--- config.mk ---
export PLATFORM = sky130hd
export DESIGN_NAME = dpp_axis
export DESIGN_NICKNAME = d
export VERILOG_FILES = /design/src/rtl/core/dpp_pkg.sv /design/src/rtl/core/dpp_axis.sv
export SDC_FILE = /design/constraint.sdc
export NUM_CORES = 2
export LEC_CHECK = 0
export BUFFER_PORTS_ARGS = -buffer_cell sky130_fd_sc_hd__clkbuf_2
export CAP_MARGIN = 40
export CORE_MARGIN = 2
export CORE_UTILIZATION = 30
export DETAILED_ROUTE_END_ITERATION = 7
export PLACE_DENSITY = 0.43
export SYNTH_ARGS = -nofsm -noshare
export SYNTH_HDL_FRONTEND = slang
export SYNTH_SLANG_ARGS = --single-unit
--- constraint.sdc ---
create_clock -name clk -period 20.7 [get_ports clk]
set_clock_uncertainty 0.2 [all_clocks]
set_input_delay 2.07 -clock clk [delete_from_list [all_inputs] [get_ports clk]]
set_output_delay 2.07 -clock clk [all_outputs]
set_load 0.01 [all_outputs]
--- src/rtl/core/dpp_pkg.sv ---
// ----------------------------------------------------------------------------
// dpp_pkg
// Shared constants and types for the depth pixel to point back-projection.
// ----------------------------------------------------------------------------
package dpp_pkg;

	localparam int MAX_IMAGE_DIM = 4096;

	localparam int DEPTH_W   = 16;
	localparam int PIX_W     = 12;
	localparam int Q4_W      = 16;
	localparam int COLOR_W   = 8;
	localparam int COORD_W   = 24;
	localparam int CFG_W     = 16;
	localparam int CFG_IDX_W = 3;

	localparam int DIFF_W     = PIX_W + 5;
	localparam int PROD_W     = DIFF_W + DEPTH_W;
	localparam int MAG_W      = PROD_W - 1;
	localparam int DIV_BITS   = 4;
	localparam int DIV_STAGES = MAG_W / DIV_BITS;
	localparam int PIPE_LAT   = DIV_STAGES + 4;

	localparam logic [PIX_W-1:0] PIX_LIMIT = PIX_W'(MAX_IMAGE_DIM - 1);

	localparam logic [COORD_W-1:0] COORD_POS_MAX = {1'b0, {(COORD_W-1){1'b1}}};
	localparam logic [COORD_W-1:0] COORD_NEG_MIN = {1'b1, {(COORD_W-1){1'b0}}};

	localparam logic [CFG_IDX_W-1:0] REG_CENTER_X  = 3'd0;
	localparam logic [CFG_IDX_W-1:0] REG_CENTER_Y  = 3'd1;
	localparam logic [CFG_IDX_W-1:0] REG_FOCAL_X   = 3'd2;
	localparam logic [CFG_IDX_W-1:0] REG_FOCAL_Y   = 3'd3;
	localparam logic [CFG_IDX_W-1:0] REG_MAX_DEPTH = 3'd4;
	localparam logic [CFG_IDX_W-1:0] REG_COLOR_ORD = 3'd5;

	localparam logic [Q4_W-1:0]    RST_CENTER    = 16'd0;
	localparam logic [Q4_W-1:0]    RST_FOCAL     = 16'd16;
	localparam logic [DEPTH_W-1:0] RST_MAX_DEPTH = 16'd10000;

	localparam logic COLOR_ORD_BGR = 1'b0;
	localparam logic COLOR_ORD_RGB = 1'b1;

	typedef struct packed {
		logic [DEPTH_W-1:0] z;
		logic               color_valid;
		logic [COLOR_W-1:0] red;
		logic [COLOR_W-1:0] green;
		logic [COLOR_W-1:0] blue;
	} side_t;

endpackage

--- src/rtl/core/dpp_axis.sv ---
// ----------------------------------------------------------------------------
// dpp_axis
// Pipelined projection of one axis: (pix*16 - center) * depth / focal,
// truncated toward zero and saturated to the signed coordinate width.
// ----------------------------------------------------------------------------
module dpp_axis import dpp_pkg::*; (
	input  logic                      clk,
	input  logic                      en,
	input  logic [PIX_W-1:0]          pix,
	input  logic [Q4_W-1:0]           center,
	input  logic [Q4_W-1:0]           focal,
	input  logic [DEPTH_W-1:0]        depth,
	output logic signed [COORD_W-1:0] coord
);

	logic [PIX_W-1:0]         pix_c;
	logic signed [DIFF_W-1:0] diff_w;

	logic signed [DIFF_W-1:0] diff_s1;
	logic [DEPTH_W-1:0]       depth_s1;
	logic [Q4_W-1:0]          focal_s1;

	logic signed [PROD_W-1:0] prod_w;
	logic signed [PROD_W-1:0] prod_s2;
	logic [Q4_W-1:0]          focal_s2;

	logic [MAG_W-1:0]         abs_w;

	logic [MAG_W-1:0] dv_mag_s  [DIV_STAGES+1];
	logic [Q4_W-1:0]  dv_rem_s  [DIV_STAGES+1];
	logic [Q4_W-1:0]  dv_den_s  [DIV_STAGES+1];
	logic             dv_neg_s  [DIV_STAGES+1];
	logic             dv_zero_s [DIV_STAGES+1];

	logic [MAG_W-1:0] mag_n [DIV_STAGES];
	logic [Q4_W-1:0]  rem_n [DIV_STAGES];

	logic [MAG_W-1:0]   quo;
	logic [COORD_W-1:0] sat_w;
	logic [COORD_W-1:0] coord_q;

	assign pix_c  = (pix > PIX_LIMIT) ? PIX_LIMIT : pix;
	assign diff_w = $signed({1'b0, pix_c, 4'b0000}) - $signed({1'b0, center});

	always_ff @(posedge clk) begin
		if (en) begin
			diff_s1  <= diff_w;
			depth_s1 <= depth;
			focal_s1 <= focal;
		end
	end

	assign prod_w = diff_s1 * $signed({1'b0, depth_s1});

	always_ff @(posedge clk) begin
		if (en) begin
			prod_s2  <= prod_w;
			focal_s2 <= focal_s1;
		end
	end

	assign abs_w = prod_s2[PROD_W-1] ? MAG_W'(-prod_s2) : MAG_W'(prod_s2);

	// Restoring division, DIV_BITS quotient bits per stage. The quotient bits
	// shift into the low end of the dividend word as it empties.
	always_comb begin
		logic [Q4_W:0]    trial;
		logic [MAG_W-1:0] mag_t;
		logic [Q4_W-1:0]  rem_t;
		for (int k = 0; k < DIV_STAGES; k++) begin
			mag_t = dv_mag_s[k];
			rem_t = dv_rem_s[k];
			for (int j = 0; j < DIV_BITS; j++) begin
				trial = {rem_t, mag_t[MAG_W-1]};
				mag_t = {mag_t[MAG_W-2:0], 1'b0};
				if (trial >= {1'b0, dv_den_s[k]}) begin
					trial    = trial - {1'b0, dv_den_s[k]};
					mag_t[0] = 1'b1;
				end
				rem_t = trial[Q4_W-1:0];
			end
			mag_n[k] = mag_t;
			rem_n[k] = rem_t;
		end
	end

	always_ff @(posedge clk) begin
		if (en) begin
			dv_mag_s[0]  <= abs_w;
			dv_rem_s[0]  <= '0;
			dv_den_s[0]  <= focal_s2;
			dv_neg_s[0]  <= prod_s2[PROD_W-1];
			dv_zero_s[0] <= (prod_s2 == '0);
			for (int k = 0; k < DIV_STAGES; k++) begin
				dv_mag_s[k+1]  <= mag_n[k];
				dv_rem_s[k+1]  <= rem_n[k];
				dv_den_s[k+1]  <= dv_den_s[k];
				dv_neg_s[k+1]  <= dv_neg_s[k];
				dv_zero_s[k+1] <= dv_zero_s[k];
			end
		end
	end

	// A zero divisor yields an all-ones quotient, which saturates by sign.
	assign quo = dv_mag_s[DIV_STAGES];

	always_comb begin
		if (dv_zero_s[DIV_STAGES]) begin
			sat_w = '0;
		end else if (dv_neg_s[DIV_STAGES]) begin
			if (quo > MAG_W'(COORD_NEG_MIN))
				sat_w = COORD_NEG_MIN;
			else
				sat_w = COORD_W'(~quo + MAG_W'(1));
		end else begin
			if (quo > MAG_W'(COORD_POS_MAX))
				sat_w = COORD_POS_MAX;
			else
				sat_w = quo[COORD_W-1:0];
		end
	end

	always_ff @(posedge clk) begin
		if (en) begin
			coord_q <= sat_w;
		end
	end

	assign coord = $signed(coord_q);

endmodule

==> results.md <==
- Outcome: complete, no violations
- Proportion of synthesized chip area in sequential cells: 0.333
- Final count of pins violating max slew: 0
- Total grt overflow: 0
- Final wirelength: 158000 µm
- Post-CTS Setup Repair Bufs: 0
- Worst path slowest cell: sky130_fd_sc_hd__o41ai_1
- Average vias per placed instance: 4.96
- Layout Area Growth over Synthesis: 10.9%
- Mapped cell area: 60200 µm²
- # nets final: 7113
- Slowest Stage Delay on Critical Path: 0.66 ns
- Kind of critical path: reg2reg
- Clock buffers created by TritonCTS: 85
- Routed via count: 44000
- H-tree depth: 3
- Final period util: 0.671
- Number of global-route vias before repair: 44100
- Kind of end point of the critical path: register
- Kind of start point of the critical path: register
- Min-Delay Endpoint: dv_mag_s[0][124]$_DFFE_PP_
- Number of hold-repair buffers added at the cts stage: 0
- Met1 layer wirelength in the final routing: 77800 µm
- Highest achievable clock rate: 72.0 MHz
- Clock transition at the registers of the reported paths: 0.06 ns
- Placeable core area: 199000 µm²
- Most common flop cell mapped by yosys: sky130_fd_sc_hd__edfxtp_1
- Start point of the worst hold path: dv_mag_s[0][88]$_DFFE_PP_
- Depth of the worst hold-timing path: 0
- Detail-routed net length per standard cell: 17.9 µm
- Initial cell density of the core: 0.302
- Path category of the worst min-delay check: reg2reg
- Total nets after synthesis: 7022
- FF-to-FF Start: dv_den_s[0][81]$_DFFE_PP_
- Antenna violations before repair: 7
- Total clock sinks: 668
- Unrepaired setup endpoints after global routing: no
- Share of post-route cells with drive strength above 1: 0.0853
- Fraction of synthesis flops using an asynchronous set or reset pin: 0
- Routed wl met3: 5460 µm
- Sum of negative setup slack: 0 ns
- Worst reg2reg endpoint: dv_rem_s[0][107]$_DFFE_PP_
- Detailed-placement wirelength estimate: 126000 µm
- EDFF count, synth: 668
- DRC violation count after routing: 0
- Slew at the pin closest to its max-slew limit: 0.926 ns
- Count of cells resized by post-cts repair: 0
- GRT Total Usage: 0.155
- Gate count after technology mapping: 6059
- Count of TritonRoute iterations in the first routing pass: 6
- Cell variety after synth: 87
- Number of buffers on the longest clock path: 3
- R2R setup slack: 6.82 ns
- Worst-Skew Late Latency: 0.72 ns
- Final-report hold violation count: 0
- Weighted congestion at the end of routability-driven global placement: 0.864
- Iteration-0 DRC count of the detailed router: 2776
- Clock tree from TritonCTS: yes
- Clock Root Buffer: sky130_fd_sc_hd__clkbuf_16
- Wire length of the first global-routing pass: 252000 µm
- Placement Rows: 164
- Port-buffer cells: 85
- I/O Pins: 86
- Die outline height: 452 µm
- Met2 wirelength from detailed routing: 71700 µm
- Count of max-cap constraint violations: 0
- Largest net degree at the start of global routing: 142
- Number of nets with antenna violations after routing: 0
- Top fanout value on the critical path: 31
- Flop and latch count out of synthesis: 668
- Number of cells on the worst reg-to-reg path: 40
- Critical Path Most Common Cell: sky130_fd_sc_hd__ha_1
- Clock period minus final worst setup slack: 13.88 ns
- Die area: 204000 µm²
- Arrival time worst endpoint: 14.10 ns
- Uppermost routed layer: met5
- Final-layout fill cell count: 20300
- Synth Area per Inst: 9.93 µm²
- Die W: 452 µm
- Count of warnings emitted by yosys: 0
- Tightest slew margin relative to the limit: 0.375
- Number of setup violations in the final report: 0
- Crit path required time: 20.92 ns
-- metrics by stage --
| stage | area (µm²) | utilization | hold WS [ns] | std cells | setup WS [ns] |
|---|---|---|---|---|---|
| 2_1_floorplan | 60200 | - | 0.200 | 6059 | 9.59 |
| 3_3_place_gp | 63800 | 0.320 | 0.201 | 8711 | 7.29 |
| 3_5_place_dp | 63900 | 0.320 | 0.205 | 8719 | 7.10 |
| 4_1_cts | 66700 | 0.334 | 0.199 | 8871 | 7.02 |
| 5_1_grt | 66700 | 0.334 | 0.210 | 8871 | 5.74 |
| 6_report | 66700 | 0.334 | 0.199 | 8872 | 6.82 |
-- kinds of logic after synthesis --
kind of cell	Yosys count	synth area share
and+or+nand+nor	1543	0.124
AOI/OAI and AO/OA	1460	0.156
adders and majority gates	901	0.225
buffers and inverters	800	0.0503
DFF	668	0.333
xor gates and xnor gates	417	0.0607
muxes	270	0.0499
-- critical path: cells and delay by family (launching register included) --
family	cells	cell delay [ns]
buf+inv	4	1.02
simple gates	13	4.10
mux	2	0.50
compound gates	17	5.93
fa+ha+maj	4	1.29
flops	1	0.49
-- cells in the mapped netlist, types with 24 or more instances --
| cell | instances | area [µm²] |
|---|---|---|
| sky130_fd_sc_hd__a211oi_1 | 40 | 300 |
| sky130_fd_sc_hd__a21boi_0 | 31 | 233 |
| sky130_fd_sc_hd__a21o_1 | 176 | 1320 |
| sky130_fd_sc_hd__a21oi_1 | 409 | 2050 |
| sky130_fd_sc_hd__a31oi_1 | 41 | 257 |
| sky130_fd_sc_hd__and2_1 | 143 | 895 |
| sky130_fd_sc_hd__and3_1 | 29 | 181 |
| sky130_fd_sc_hd__clkbuf_1 | 107 | 402 |
| sky130_fd_sc_hd__edfxtp_1 | 668 | 20100 |
| sky130_fd_sc_hd__fa_1 | 304 | 6090 |
| sky130_fd_sc_hd__ha_1 | 597 | 7470 |
| sky130_fd_sc_hd__inv_1 | 666 | 2500 |
| sky130_fd_sc_hd__mux2_2 | 207 | 2330 |
| sky130_fd_sc_hd__mux2i_1 | 54 | 541 |
| sky130_fd_sc_hd__nand2_1 | 459 | 1720 |
| sky130_fd_sc_hd__nand2b_1 | 70 | 438 |
| sky130_fd_sc_hd__nand3_1 | 88 | 440 |
| sky130_fd_sc_hd__nand4_1 | 76 | 475 |
| sky130_fd_sc_hd__nor2_1 | 368 | 1380 |
| sky130_fd_sc_hd__nor2b_1 | 63 | 394 |
| sky130_fd_sc_hd__nor3_1 | 95 | 475 |
| sky130_fd_sc_hd__nor4_1 | 24 | 150 |
| sky130_fd_sc_hd__o211ai_1 | 38 | 285 |
| sky130_fd_sc_hd__o21a_1 | 78 | 586 |
| sky130_fd_sc_hd__o21ai_0 | 326 | 1630 |
| sky130_fd_sc_hd__o21bai_1 | 43 | 323 |
| sky130_fd_sc_hd__o31ai_1 | 58 | 435 |
| sky130_fd_sc_hd__or3_1 | 45 | 282 |
| sky130_fd_sc_hd__xnor2_1 | 291 | 2550 |
| sky130_fd_sc_hd__xor2_1 | 126 | 1100 |
-- routing by layer --
layer / up-vias / GRT usage
li1: 21900 / -
met1: 21200 / 0.218
met2: 680 / 0.250
met3: 168 / 0.0194
met4: 6 / 0.0382
met5: - / 0
-- placed cells by master (no fill, tap or decap), types with 45 or more instances in the layout --
cell                        Yosys  layout
sky130_fd_sc_hd__nor2_1       368     367
sky130_fd_sc_hd__o21a_1        78      78
sky130_fd_sc_hd__edfxtp_1     668     668
sky130_fd_sc_hd__inv_1        666     666
sky130_fd_sc_hd__o21ai_0      326     325
sky130_fd_sc_hd__mux2_2       207     207
sky130_fd_sc_hd__or3_1         45      45
sky130_fd_sc_hd__o31ai_1       58      58
sky130_fd_sc_hd__nand2_1      459     459
sky130_fd_sc_hd__fa_1         304     304
sky130_fd_sc_hd__a21oi_1      409     409
sky130_fd_sc_hd__mux2i_1       54      52
sky130_fd_sc_hd__a21o_1       176     176
sky130_fd_sc_hd__nand2b_1      70      70
sky130_fd_sc_hd__clkbuf_2       0      84
sky130_fd_sc_hd__xor2_1       126     126
sky130_fd_sc_hd__nand4_1       76      76
sky130_fd_sc_hd__nor2b_1       63      63
sky130_fd_sc_hd__nand3_1       88      88
sky130_fd_sc_hd__xnor2_1      291     291
sky130_fd_sc_hd__clkbuf_16      0      85
sky130_fd_sc_hd__ha_1         597     597
sky130_fd_sc_hd__nor3_1        95      95
sky130_fd_sc_hd__and2_1       143     143
-- state kept, by name (all words and copies together) (netlist names), 17 cells and up --
signal,flops
dv_rem_s,112
dv_mag_s,288
prod_s2,33
diff_s1,17
dv_den_s,128
coord,24
-- final cells by class --
cell class | instances | area, µm² | area share
Inverter | 671 | 2520 | 0.0378
Timing Repair Buffer | 133 | 866 | 0.0130
Antenna cell | 1 | 2.50 | 0.0000375
Sequential cell | 668 | 20100 | 0.301
Clock buffer | 94 | 2160 | 0.0324
Multi-Input combinational cell | 4591 | 37100 | 0.556
Clock inverter | 58 | 667 | 0.0100
Tap cell | 2656 | 3320 | 0.0498
-- worst max-delay path by stage --
stage	startpoint	to	slack, ns
after global placement	dv_den_s[0][81]$_DFFE_PP_	dv_rem_s[0][107]$_DFFE_PP_	7.29
after CTS	dv_den_s[0][81]$_DFFE_PP_	dv_rem_s[0][107]$_DFFE_PP_	7.02
after floorplan	dv_den_s[0][17]$_DFFE_PP_	dv_rem_s[0][38]$_DFFE_PP_	9.59
after detailed placement	dv_den_s[0][81]$_DFFE_PP_	dv_rem_s[0][107]$_DFFE_PP_	7.10
after global routing	dv_den_s[0][81]$_DFFE_PP_	dv_rem_s[0][107]$_DFFE_PP_	5.74
final	dv_den_s[0][81]$_DFFE_PP_	dv_rem_s[0][107]$_DFFE_PP_	6.82
Power is not shown: default switching activity piles up to over one toggle a cycle in this logic, so the estimate is an artifact.
